===== config.mk =====
export PLATFORM = sky130hd
export DESIGN_NAME = doubly_linked_key_list
export DESIGN_NICKNAME = d
export VERILOG_FILES = /design/src/rtl/dlkl_pkg.sv /design/src/rtl/doubly_linked_key_list.sv /design/src/rtl/dlkl_ram.sv
export SDC_FILE = /design/constraint.sdc
export NUM_CORES = 1
export LEC_CHECK = 0
export ABC_AREA = 0
export BUFFER_PORTS_ARGS = -buffer_cell sky130_fd_sc_hd__buf_2
export CAP_MARGIN = 20
export CELL_PAD_IN_SITES_DETAIL_PLACEMENT = 1
export CELL_PAD_IN_SITES_GLOBAL_PLACEMENT = 1
export CORE_MARGIN = 2
export CORE_UTILIZATION = 45
export CTS_CLUSTER_SIZE = 20
export DETAILED_ROUTE_END_ITERATION = 8
export PLACE_DENSITY = 0.75
export SLEW_MARGIN = 0
export SYNTH_ARGS = -nofsm -noshare
export SYNTH_HDL_FRONTEND = slang
export SYNTH_SLANG_ARGS = --single-unit

===== constraint.sdc =====
create_clock -name clk -period 2.9 [get_ports clk]
set_clock_uncertainty 0.05 [all_clocks]
set_input_delay 0.145 -clock clk [delete_from_list [all_inputs] [get_ports clk]]
set_output_delay 0.145 -clock clk [all_outputs]
set_load 0.1 [all_outputs]

===== src/rtl/dlkl_pkg.sv =====
// dlkl_pkg: sizes, item types, codes and sequencer states of the doubly linked key list
// no dependencies; imported by dlkl_ram users and doubly_linked_key_list
package dlkl_pkg;

    localparam int POOL_DEPTH  = 16;
    localparam int KEY_BITS    = 32;
    localparam int IDX_BITS    = $clog2(POOL_DEPTH);
    localparam int CNT_BITS    = $clog2(POOL_DEPTH + 1);
    localparam int KEY_IN_BITS = 32;
    localparam int OPCODE_BITS = 2;
    localparam int STATUS_BITS = 2;
    localparam int ENTRY_BITS  = 5;

    typedef enum logic [OPCODE_BITS-1:0] {
        OP_INS_BACK  = 2'd0,
        OP_INS_FRONT = 2'd1,
        OP_DELETE    = 2'd2
    } opcode_t;

    typedef enum logic [STATUS_BITS-1:0] {
        STAT_DONE      = 2'd0,
        STAT_NOT_FOUND = 2'd1,
        STAT_FULL      = 2'd2
    } status_t;

    typedef enum logic [2:0] {
        ST_IDLE,
        ST_SCAN,
        ST_INS_NODE,
        ST_INS_LINK,
        ST_WALK,
        ST_RESP
    } state_t;

    typedef struct packed {
        logic [OPCODE_BITS-1:0]        opcode;
        logic signed [KEY_IN_BITS-1:0] key;
    } req_item_t;

    typedef struct packed {
        logic [STATUS_BITS-1:0] status;
        logic [ENTRY_BITS-1:0]  entry_count;
    } rsp_item_t;

endpackage


===== src/rtl/doubly_linked_key_list.sv =====
// doubly_linked_key_list: key list in a node pool with forward and backward links
// depends on dlkl_pkg and dlkl_ram (key, forward link and backward link stores)
// insert steps: free node scan, node write, link write (skipped on an empty list), result
// delete: one node compared per cycle from the key ram reads, walking the forward links
// one item at a time; a new item is taken while the previous result waits in the output register
// reset: list empty, all nodes free, no result pending; node stores are not cleared
module doubly_linked_key_list (
    input  logic                clk,
    input  logic                rst_n,
    input  logic                req_valid,
    output logic                req_ready,
    input  dlkl_pkg::req_item_t req,
    output logic                rsp_valid,
    input  logic                rsp_ready,
    output dlkl_pkg::rsp_item_t rsp
);

    import dlkl_pkg::*;

    state_t                 state_reg, state_next;
    logic [OPCODE_BITS-1:0] op_reg, op_next;
    logic [KEY_BITS-1:0]    key_reg, key_next;
    logic [IDX_BITS-1:0]    head_reg, head_next;
    logic [IDX_BITS-1:0]    tail_reg, tail_next;
    logic [IDX_BITS-1:0]    node_reg, node_next;
    logic [IDX_BITS-1:0]    link_reg, link_next;
    logic [IDX_BITS-1:0]    p_reg, p_next;
    logic [IDX_BITS-1:0]    scan_reg, scan_next;
    logic [CNT_BITS-1:0]    left_reg, left_next;
    logic [CNT_BITS-1:0]    live_reg, live_next;
    logic [POOL_DEPTH-1:0]  free_reg, free_next;
    status_t                stat_reg, stat_next;
    logic                   rsp_valid_reg, rsp_valid_next;
    rsp_item_t              rsp_reg, rsp_next;

    logic [IDX_BITS-1:0] rd_addr;
    logic [KEY_BITS-1:0] key_rdata;
    logic [IDX_BITS-1:0] fwd_rdata;
    logic [IDX_BITS-1:0] bwd_rdata;
    logic                key_we, fwd_we, bwd_we;
    logic [IDX_BITS-1:0] key_waddr, fwd_waddr, bwd_waddr;
    logic [KEY_BITS-1:0] key_wdata;
    logic [IDX_BITS-1:0] fwd_wdata, bwd_wdata;

    dlkl_ram #(.WIDTH(KEY_BITS), .DEPTH(POOL_DEPTH)) u_key_ram (
        .clk   (clk),
        .we    (key_we),
        .waddr (key_waddr),
        .wdata (key_wdata),
        .raddr (rd_addr),
        .rdata (key_rdata)
    );

    dlkl_ram #(.WIDTH(IDX_BITS), .DEPTH(POOL_DEPTH)) u_fwd_ram (
        .clk   (clk),
        .we    (fwd_we),
        .waddr (fwd_waddr),
        .wdata (fwd_wdata),
        .raddr (rd_addr),
        .rdata (fwd_rdata)
    );

    dlkl_ram #(.WIDTH(IDX_BITS), .DEPTH(POOL_DEPTH)) u_bwd_ram (
        .clk   (clk),
        .we    (bwd_we),
        .waddr (bwd_waddr),
        .wdata (bwd_wdata),
        .raddr (rd_addr),
        .rdata (bwd_rdata)
    );

    assign req_ready = (state_reg == ST_IDLE);
    assign rsp_valid = rsp_valid_reg;
    assign rsp       = rsp_reg;

    always_ff @(posedge clk or negedge rst_n)
    begin
        if (!rst_n)
        begin
            state_reg     <= ST_IDLE;
            head_reg      <= '0;
            tail_reg      <= '0;
            live_reg      <= '0;
            free_reg      <= '1;
            rsp_valid_reg <= 1'b0;
        end
        else
        begin
            state_reg     <= state_next;
            head_reg      <= head_next;
            tail_reg      <= tail_next;
            live_reg      <= live_next;
            free_reg      <= free_next;
            rsp_valid_reg <= rsp_valid_next;
        end
    end

    always_ff @(posedge clk)
    begin
        op_reg   <= op_next;
        key_reg  <= key_next;
        node_reg <= node_next;
        link_reg <= link_next;
        p_reg    <= p_next;
        scan_reg <= scan_next;
        left_reg <= left_next;
        stat_reg <= stat_next;
        rsp_reg  <= rsp_next;
    end

    always_comb
    begin
        state_next     = state_reg;
        op_next        = op_reg;
        key_next       = key_reg;
        head_next      = head_reg;
        tail_next      = tail_reg;
        node_next      = node_reg;
        link_next      = link_reg;
        p_next         = p_reg;
        scan_next      = scan_reg;
        left_next      = left_reg;
        live_next      = live_reg;
        free_next      = free_reg;
        stat_next      = stat_reg;
        rsp_valid_next = rsp_valid_reg;
        rsp_next       = rsp_reg;

        rd_addr   = head_reg;
        key_we    = 1'b0;
        fwd_we    = 1'b0;
        bwd_we    = 1'b0;
        key_waddr = node_reg;
        fwd_waddr = node_reg;
        bwd_waddr = node_reg;
        key_wdata = key_reg;
        fwd_wdata = node_reg;
        bwd_wdata = node_reg;

        if (rsp_valid_reg && rsp_ready)
        begin
            rsp_valid_next = 1'b0;
        end

        case (state_reg)
            ST_IDLE:
            begin
                if (req_valid)
                begin
                    op_next  = req.opcode;
                    key_next = KEY_BITS'(req.key);
                    case (req.opcode)
                        OP_INS_BACK, OP_INS_FRONT:
                        begin
                            if (live_reg == CNT_BITS'(POOL_DEPTH))
                            begin
                                stat_next  = STAT_FULL;
                                state_next = ST_RESP;
                            end
                            else
                            begin
                                scan_next  = '0;
                                state_next = ST_SCAN;
                            end
                        end
                        OP_DELETE:
                        begin
                            if (live_reg == '0)
                            begin
                                stat_next  = STAT_NOT_FOUND;
                                state_next = ST_RESP;
                            end
                            else
                            begin
                                p_next     = head_reg;
                                left_next  = live_reg;
                                state_next = ST_WALK;
                            end
                        end
                        default:
                        begin
                            stat_next  = STAT_DONE;
                            state_next = ST_RESP;
                        end
                    endcase
                end
            end
            ST_SCAN:
            begin
                if (free_reg[scan_reg])
                begin
                    node_next  = scan_reg;
                    state_next = ST_INS_NODE;
                end
                else
                begin
                    scan_next = scan_reg + 1'b1;
                end
            end
            ST_INS_NODE:
            begin
                key_we              = 1'b1;
                fwd_we              = 1'b1;
                bwd_we              = 1'b1;
                free_next[node_reg] = 1'b0;
                live_next           = live_reg + 1'b1;
                if (live_reg == '0)
                begin
                    head_next  = node_reg;
                    tail_next  = node_reg;
                    stat_next  = STAT_DONE;
                    state_next = ST_RESP;
                end
                else if (op_reg == OP_INS_FRONT)
                begin
                    fwd_wdata  = head_reg;
                    link_next  = head_reg;
                    head_next  = node_reg;
                    state_next = ST_INS_LINK;
                end
                else
                begin
                    bwd_wdata  = tail_reg;
                    link_next  = tail_reg;
                    tail_next  = node_reg;
                    state_next = ST_INS_LINK;
                end
            end
            ST_INS_LINK:
            begin
                if (op_reg == OP_INS_FRONT)
                begin
                    bwd_we    = 1'b1;
                    bwd_waddr = link_reg;
                end
                else
                begin
                    fwd_we    = 1'b1;
                    fwd_waddr = link_reg;
                end
                stat_next  = STAT_DONE;
                state_next = ST_RESP;
            end
            ST_WALK:
            begin
                if (key_rdata == key_reg)
                begin
                    free_next[p_reg] = 1'b1;
                    live_next        = live_reg - 1'b1;
                    stat_next        = STAT_DONE;
                    state_next       = ST_RESP;
                    if ((p_reg == head_reg) && (p_reg == tail_reg))
                    begin
                        head_next = '0;
                        tail_next = '0;
                    end
                    else if (p_reg == head_reg)
                    begin
                        head_next = fwd_rdata;
                        bwd_we    = 1'b1;
                        bwd_waddr = fwd_rdata;
                        bwd_wdata = fwd_rdata;
                    end
                    else if (p_reg == tail_reg)
                    begin
                        tail_next = bwd_rdata;
                        fwd_we    = 1'b1;
                        fwd_waddr = bwd_rdata;
                        fwd_wdata = bwd_rdata;
                    end
                    else
                    begin
                        fwd_we    = 1'b1;
                        fwd_waddr = bwd_rdata;
                        fwd_wdata = fwd_rdata;
                        bwd_we    = 1'b1;
                        bwd_waddr = fwd_rdata;
                        bwd_wdata = bwd_rdata;
                    end
                end
                else if (left_reg == CNT_BITS'(1))
                begin
                    stat_next  = STAT_NOT_FOUND;
                    state_next = ST_RESP;
                end
                else
                begin
                    p_next    = fwd_rdata;
                    rd_addr   = fwd_rdata;
                    left_next = left_reg - 1'b1;
                end
            end
            ST_RESP:
            begin
                if (!rsp_valid_reg || rsp_ready)
                begin
                    rsp_valid_next       = 1'b1;
                    rsp_next.status      = stat_reg;
                    rsp_next.entry_count = ENTRY_BITS'(live_reg);
                    state_next           = ST_IDLE;
                end
            end
            default:
            begin
                state_next = ST_IDLE;
            end
        endcase
    end

`ifndef SYNTHESIS
    a_live_bound: assert property (@(posedge clk) disable iff (!rst_n)
        live_reg <= CNT_BITS'(POOL_DEPTH))
        else $error("entry count above pool depth");

    a_free_matches_live: assert property (@(posedge clk) disable iff (!rst_n)
        $countones(free_reg) == (POOL_DEPTH - int'(live_reg)))
        else $error("free map disagrees with entry count");

    a_rsp_from_resp: assert property (@(posedge clk) disable iff (!rst_n)
        $rose(rsp_valid_reg) |-> $past(state_reg == ST_RESP))
        else $error("result raised outside response state");

    a_walk_left: assert property (@(posedge clk) disable iff (!rst_n)
        (state_reg == ST_WALK) |-> (left_reg != '0))
        else $error("walk running with no nodes left");

    a_insert_has_room: assert property (@(posedge clk) disable iff (!rst_n)
        (state_reg == ST_SCAN) |-> (live_reg != CNT_BITS'(POOL_DEPTH)))
        else $error("free node scan on a full pool");
`endif

endmodule


===== src/rtl/dlkl_ram.sv =====
// dlkl_ram: generic single write port, single read port ram with registered read
// no dependencies
module dlkl_ram #(
    parameter int WIDTH = 8,
    parameter int DEPTH = 16
) (
    input  logic                     clk,
    input  logic                     we,
    input  logic [$clog2(DEPTH)-1:0] waddr,
    input  logic [WIDTH-1:0]         wdata,
    input  logic [$clog2(DEPTH)-1:0] raddr,
    output logic [WIDTH-1:0]         rdata
);

    logic [WIDTH-1:0] mem [DEPTH];

    always_ff @(posedge clk)
    begin
        if (we)
        begin
            mem[waddr] <= wdata;
        end
        rdata <= mem[raddr];
    end

endmodule

Word-level counts from Yosys, hierarchy flattened
Memory sizes are Yosys's and may differ from the RTL's. A register that Yosys moved wholly into a read port is not among the register bits.
Index checks and enable logic that the tools add are counted.
- RAM bits: 640
- memories kept: 3
- bits in registers: 97
- bits of input ports: 38
- memory list (name ; words ; bits a word ; rd ports ; clocked after Yosys merged registers in ; wr ports ; line ; source):
    u_key_ram.mem ; 16 ; 32 ; 1 ; 1 ; 1 ; dlkl_ram.sv:15 ; logic [WIDTH-1:0] mem [DEPTH];
    u_bwd_ram.mem ; 16 ; 4 ; 1 ; 1 ; 1 ; dlkl_ram.sv:15 ;
    u_fwd_ram.mem ; 16 ; 4 ; 1 ; 1 ; 1 ; dlkl_ram.sv:15 ;
- add/subtract/negate cells: 4
- equality and inequality tests: 33
- reduce and logical (&&, ||, !) cells: 25
- bitwise logic cells: 4
- $lt $le $gt $ge: 5
- muxes and demuxes: 108
- operator list (kind ; count):
    $mux W4 ; 45
    $pmux W4 S2 ; 8
    $eq A32 B32 Y1 ; 1
    $pmux W16 S2 ; 1
    $mux W5 ; 6
    $ne A3 B3 Y1 const B ; 8
    $mux W1 ; 23
    $mux W3 ; 7
    $ne A2 B2 Y1 const B ; 10
    $pmux W5 S2 ; 2
    $pmux W3 S6 ; 1
    $and A16 B16 Y16 ; 1
    $mux W16 ; 1
    $not A16 Y16 ; 1
    $or A16 B16 Y16 ; 1
    $lt A4 B5 Y1 const B ; 3
    $mux W2 ; 6
    $reduce_and A6 Y1 ; 2
    $reduce_and A2 Y1 ; 5
    $reduce_and A5 Y1 ; 2
    $sub A5 B1 Y5 const B ; 2
    $demux W1 S4 ; 2
    $eq A4 B4 Y1 ; 2
    $ge A4 B1 Y1 const B ; 2
    other kinds (26) ; 37

Logic depth before layout (Yosys ltp)
- word-level depth: 8
- mapped depth: 13
- mapped depth without buffers: 9

Hierarchy
Synthesis repeated with hierarchy kept, for this count alone.
- cell total of the unflattened synthesis: 1553
- area total of the unflattened synthesis: 30480.5 µm²
- modules (own cells, without submodules) (module ; cells each ; sequential area each (µm²) ; instances ; area each (µm²)):
    dlkl_ram (u_key_ram) ; 838 ; 16015.4 ; 1 ; 19835.3
    dlkl_ram (u_bwd_ram ...) ; 130 ; 2001.9 ; 2 ; 2666.3
    doubly_linked_key_list ; 455 ; 2767.7 ; 1 ; 5312.6

Worst setup path before layout
OpenSTA, ideal clock, no wires.
- path kind: reg2reg
- start point: reg state_reg[2]
- end point: mem u_key_ram.mem[4][0] (netlist bit), enable pin
- path slack: -0.211 ns
- data arrival time: 2.639 ns
- cell stages (with the launch flop): 7
- path buffers: 2
- path through: dfrtp_1 buf_2 clkinv_1 nand3_1 or3_1 clkbuf_1 nor2_1
- cells in the longest elaborated chain, start to end: 4
- RTL lines (element ; line ; source):
    start: declaration ; doubly_linked_key_list.sv:20 ; state_t state_reg, state_next;
    start signal: assignment ; doubly_linked_key_list.sv:89 ; state_reg <= state_next;
    $eq A3 B2 Y1 ; doubly_linked_key_list.sv:145 ; case (state_reg)
    $mux W1 ; doubly_linked_key_list.sv:145 ;
    $mux W1 ; dlkl_ram.sv:19 ; if (we)
    $mux W1 (not written as such) ; dlkl_ram.sv:21 ; mem[waddr] <= wdata;
    end: declaration ; dlkl_ram.sv:15 ;
Every way passes these cells.

Worst setup path after layout
- start point: reg key_reg[26]
- end point: reg u_bwd_ram.rdata[1], read port of u_bwd_ram.mem
- cells in the longest elaborated chain, start to end: 3
- RTL lines (element ; line ; source):
    start: declaration ; doubly_linked_key_list.sv:22 ; logic [KEY_BITS-1:0] key_reg, key_next;
    start signal: assignment ; doubly_linked_key_list.sv:101 ; key_reg <= key_next;
    $eq A32 B32 Y1 ; doubly_linked_key_list.sv:246 ; if (key_rdata == key_reg)
    $mux W4 ; doubly_linked_key_list.sv:246 ;
    $mux W4 ; doubly_linked_key_list.sv:145 ;
    end: declaration ; dlkl_ram.sv:12 ; output logic [WIDTH-1:0] rdata
Every way passes these cells.
A chain may end at the register's enable or synchronous reset.

==> impl_metrics.toml <==
[final_layout]
areaGrowthSynthToFinish_pct = 27.3
largest_reg_flops = 512
layout_common_cells = "edfxtp_1 (704), nand2_1 (294), a21oi_1 (255)"
finalNonFillerCells = 3921
num_antenna_cells = 0
fin_util_pct = 57.9
design_area_sq_mm = 0.0431
fin_nets = 2928
top_regs = "u_key_ram.mem: 512 flops, u_bwd_ram.mem: 64 flops, u_fwd_ram.mem: 64 flops"
layout_commonest_cell = "edfxtp_1"
drive_gt1_share_pct = 23.6
top_register = "u_key_ram.mem"

[timing]
tns_ps = -100580
fmax_ghz = 0.279
fin_crit_ps = 3580
worstMarginPinSlew_ps = 1350
finalWorstSetupSlack_ps = -680
setup_viol = 304
relSlewSlack_pct = 10.3
final_max_slew_viol_count = 0
timing.hold.ws_ps = 117
rsz0062_at_grt = "yes"
hold_viol_final = 0
period_share_pct = 123

[worst_hold_path]
min_path_type = "in2async"

[critical_path]
path_depth = 13
crit_chain = "xor2_1, buf_4, nor4_4, buf_4, nand4_1, o21ai_4, mux2i_4, buf_8, buf_12, clkbuf_16, mux2i_1, o22ai_1, or3_1"
rr_startpoint = "key_reg[26]$_DFFE_PP_"
cp-end-kind = "flip-flop"
slowest_delay_ps = 540
cp_max_fo = 8
worstPathRequired_ps = 3360
critPathSlowestCell = "edfxtp_1"
cp.arrival_ps = 4040
cp_common_cell = "buf_4"
start_kind = "flip-flop"
path_class = "reg2reg"
r2r_cells = 13
crit_start = "key_reg[26]$_DFFE_PP_"
crit_buf_inv = 5
crit_family = "buffers and inverters"

[clock_network]
clock-sinks = 777
cts_made_buffers = 82
cts_tree = "done"
clockRootBuffer = "clkbuf_16"
htreeDepth = 3
clock_latency_ps = 660
clk_pin_slew_ps = 70
clk_path_buf_depth = 3

[outcome]
violations = "negative setup slack"
status = "finished with violations"

[grt]
grt_max_degree = 246
antenna_found_initial = 0
gr-usage-met3_pct = 3.92
grt_util_all_layers_pct = 28.7
globalRouteMet2Util_pct = 49.5
grt_pass1_vias = 25755
grt_use_met1_pct = 36.8
grt-ovfl-total = 0
busiest_layer = "met2"
grt_pass1_wl_um = 166000

[run]
max_cap_violations = 0

[logic_synthesis]
synth-edff-count = 704
synthArstFlopShare_pct = 4.25
yosysWarnings = 0
synth.avg_cell_area_sq_um = 13.1
syn_inst = 2593
synth-seq-area-share_pct = 67.3
syn-cell-area_sq_mm = 0.0339
ys.flop_type = "edfxtp_1"
ys_types = 61
ys_seq_elements = 777
syn_nets = 2638

[floorplanning]
die_w_um = 278
die_area_sq_mm = 0.0775
die_height_um = 278
coreArea_sq_mm = 0.0744
initial_utilization_pct = 45.5
pin_count = 47
fp-row-count = 100

[routing]
routed_wl_um = 116000
via_per_inst = 6.24
drt_first_pass_iters = 5
ant_nets = 0
detail_route.wl_per_cell_um = 29.5
drt_first_iter_violations = 2559
vias = 24486
drc = 0

[power]
pwr_density_cell_mw_per_mm2 = 970
ir_worst_vdd_uv = 598
p_leak_nw = 15.6
finalPower_mw = 41.8

[placed_design]
dp_slack_ps = -1070
place_hpwl_um = 64800
placedCellCount = 3682
place_area_sq_mm = 0.0375
numPortBuffers = 46
gp_congestion = 0.829
[per-layer routing]
layer | part of all wire (%) | wire length [um]
met3 | 6.8 | 7890
met1 | 39 | 44800
met5 | 0 | 0
met4 | 3.8 | 4440
met2 | 51 | 58700
[layout make-up]
type / count / area, sq um
fillers: 7046 / 31400
flip-flops and latches: 777 / 22800
multi-input cells: 1631 / 12000
repair buffers: 378 / 4260
clock buffers: 115 / 2330
well taps: 969 / 1210
clock inverters: 38 / 477
inverters: 13 / 48.8
[power breakdown]
group | leakage (nW) | switching [mW] | internal, mW
Combinational | 7.14 | 9.52 | 7.09
Clock | 1.36 | 4.58 | 6.37
Sequential | 7.07 | 0.833 | 13.4
[synth_stat cells (42+ instances only)]
library cell	n	share of area, %
mux2i_1	217	6.4
or3_1	42	0.78
o22ai_1	81	1.5
nand2b_1	255	4.7
clkbuf_1	116	1.3
edfxtp_1	704	62
o21ai_0	46	0.68
o211ai_1	122	2.7
a21oi_1	260	3.8
buf_2	42	0.62
nand2_1	305	3.4
nor2_1	92	1.0
[logic make-up after synthesis]
logic type / share of synthesized area (%)
compound gates: 10.8
xor+xnor: 1.29
fa+ha+maj: 0.281
buf+inv: 2.23
flops: 67.3
mux: 7.05
simple gates: 11.1
[timing repair]
action / 4_1_cts / 5_1_grt
cloned: 10 / 8
setup buffers: 32 / 22
resized for setup: 208 / 159
hold buffers: 37 / 0
endpoints found under the setup margin: 340 / 339
hold endpoints to repair: 55 / 0
pin swaps: 53 / 56
[final timing paths]
check,endpoint,slack (ps)
max,u_bwd_ram.rdata[1]$_DFF_P_,-680
min,head_reg[2]$_DFFE_PN0P_,120
max reg2reg,u_bwd_ram.rdata[1]$_DFF_P_,-680
min reg2reg,rsp[5]$_DFFE_PP_,370
max in group asynchronous,head_reg[0]$_DFFE_PN0P_,2030
min in group clk,key_reg[24]$_DFFE_PP_,150
(Power assumes the default switching activity.)
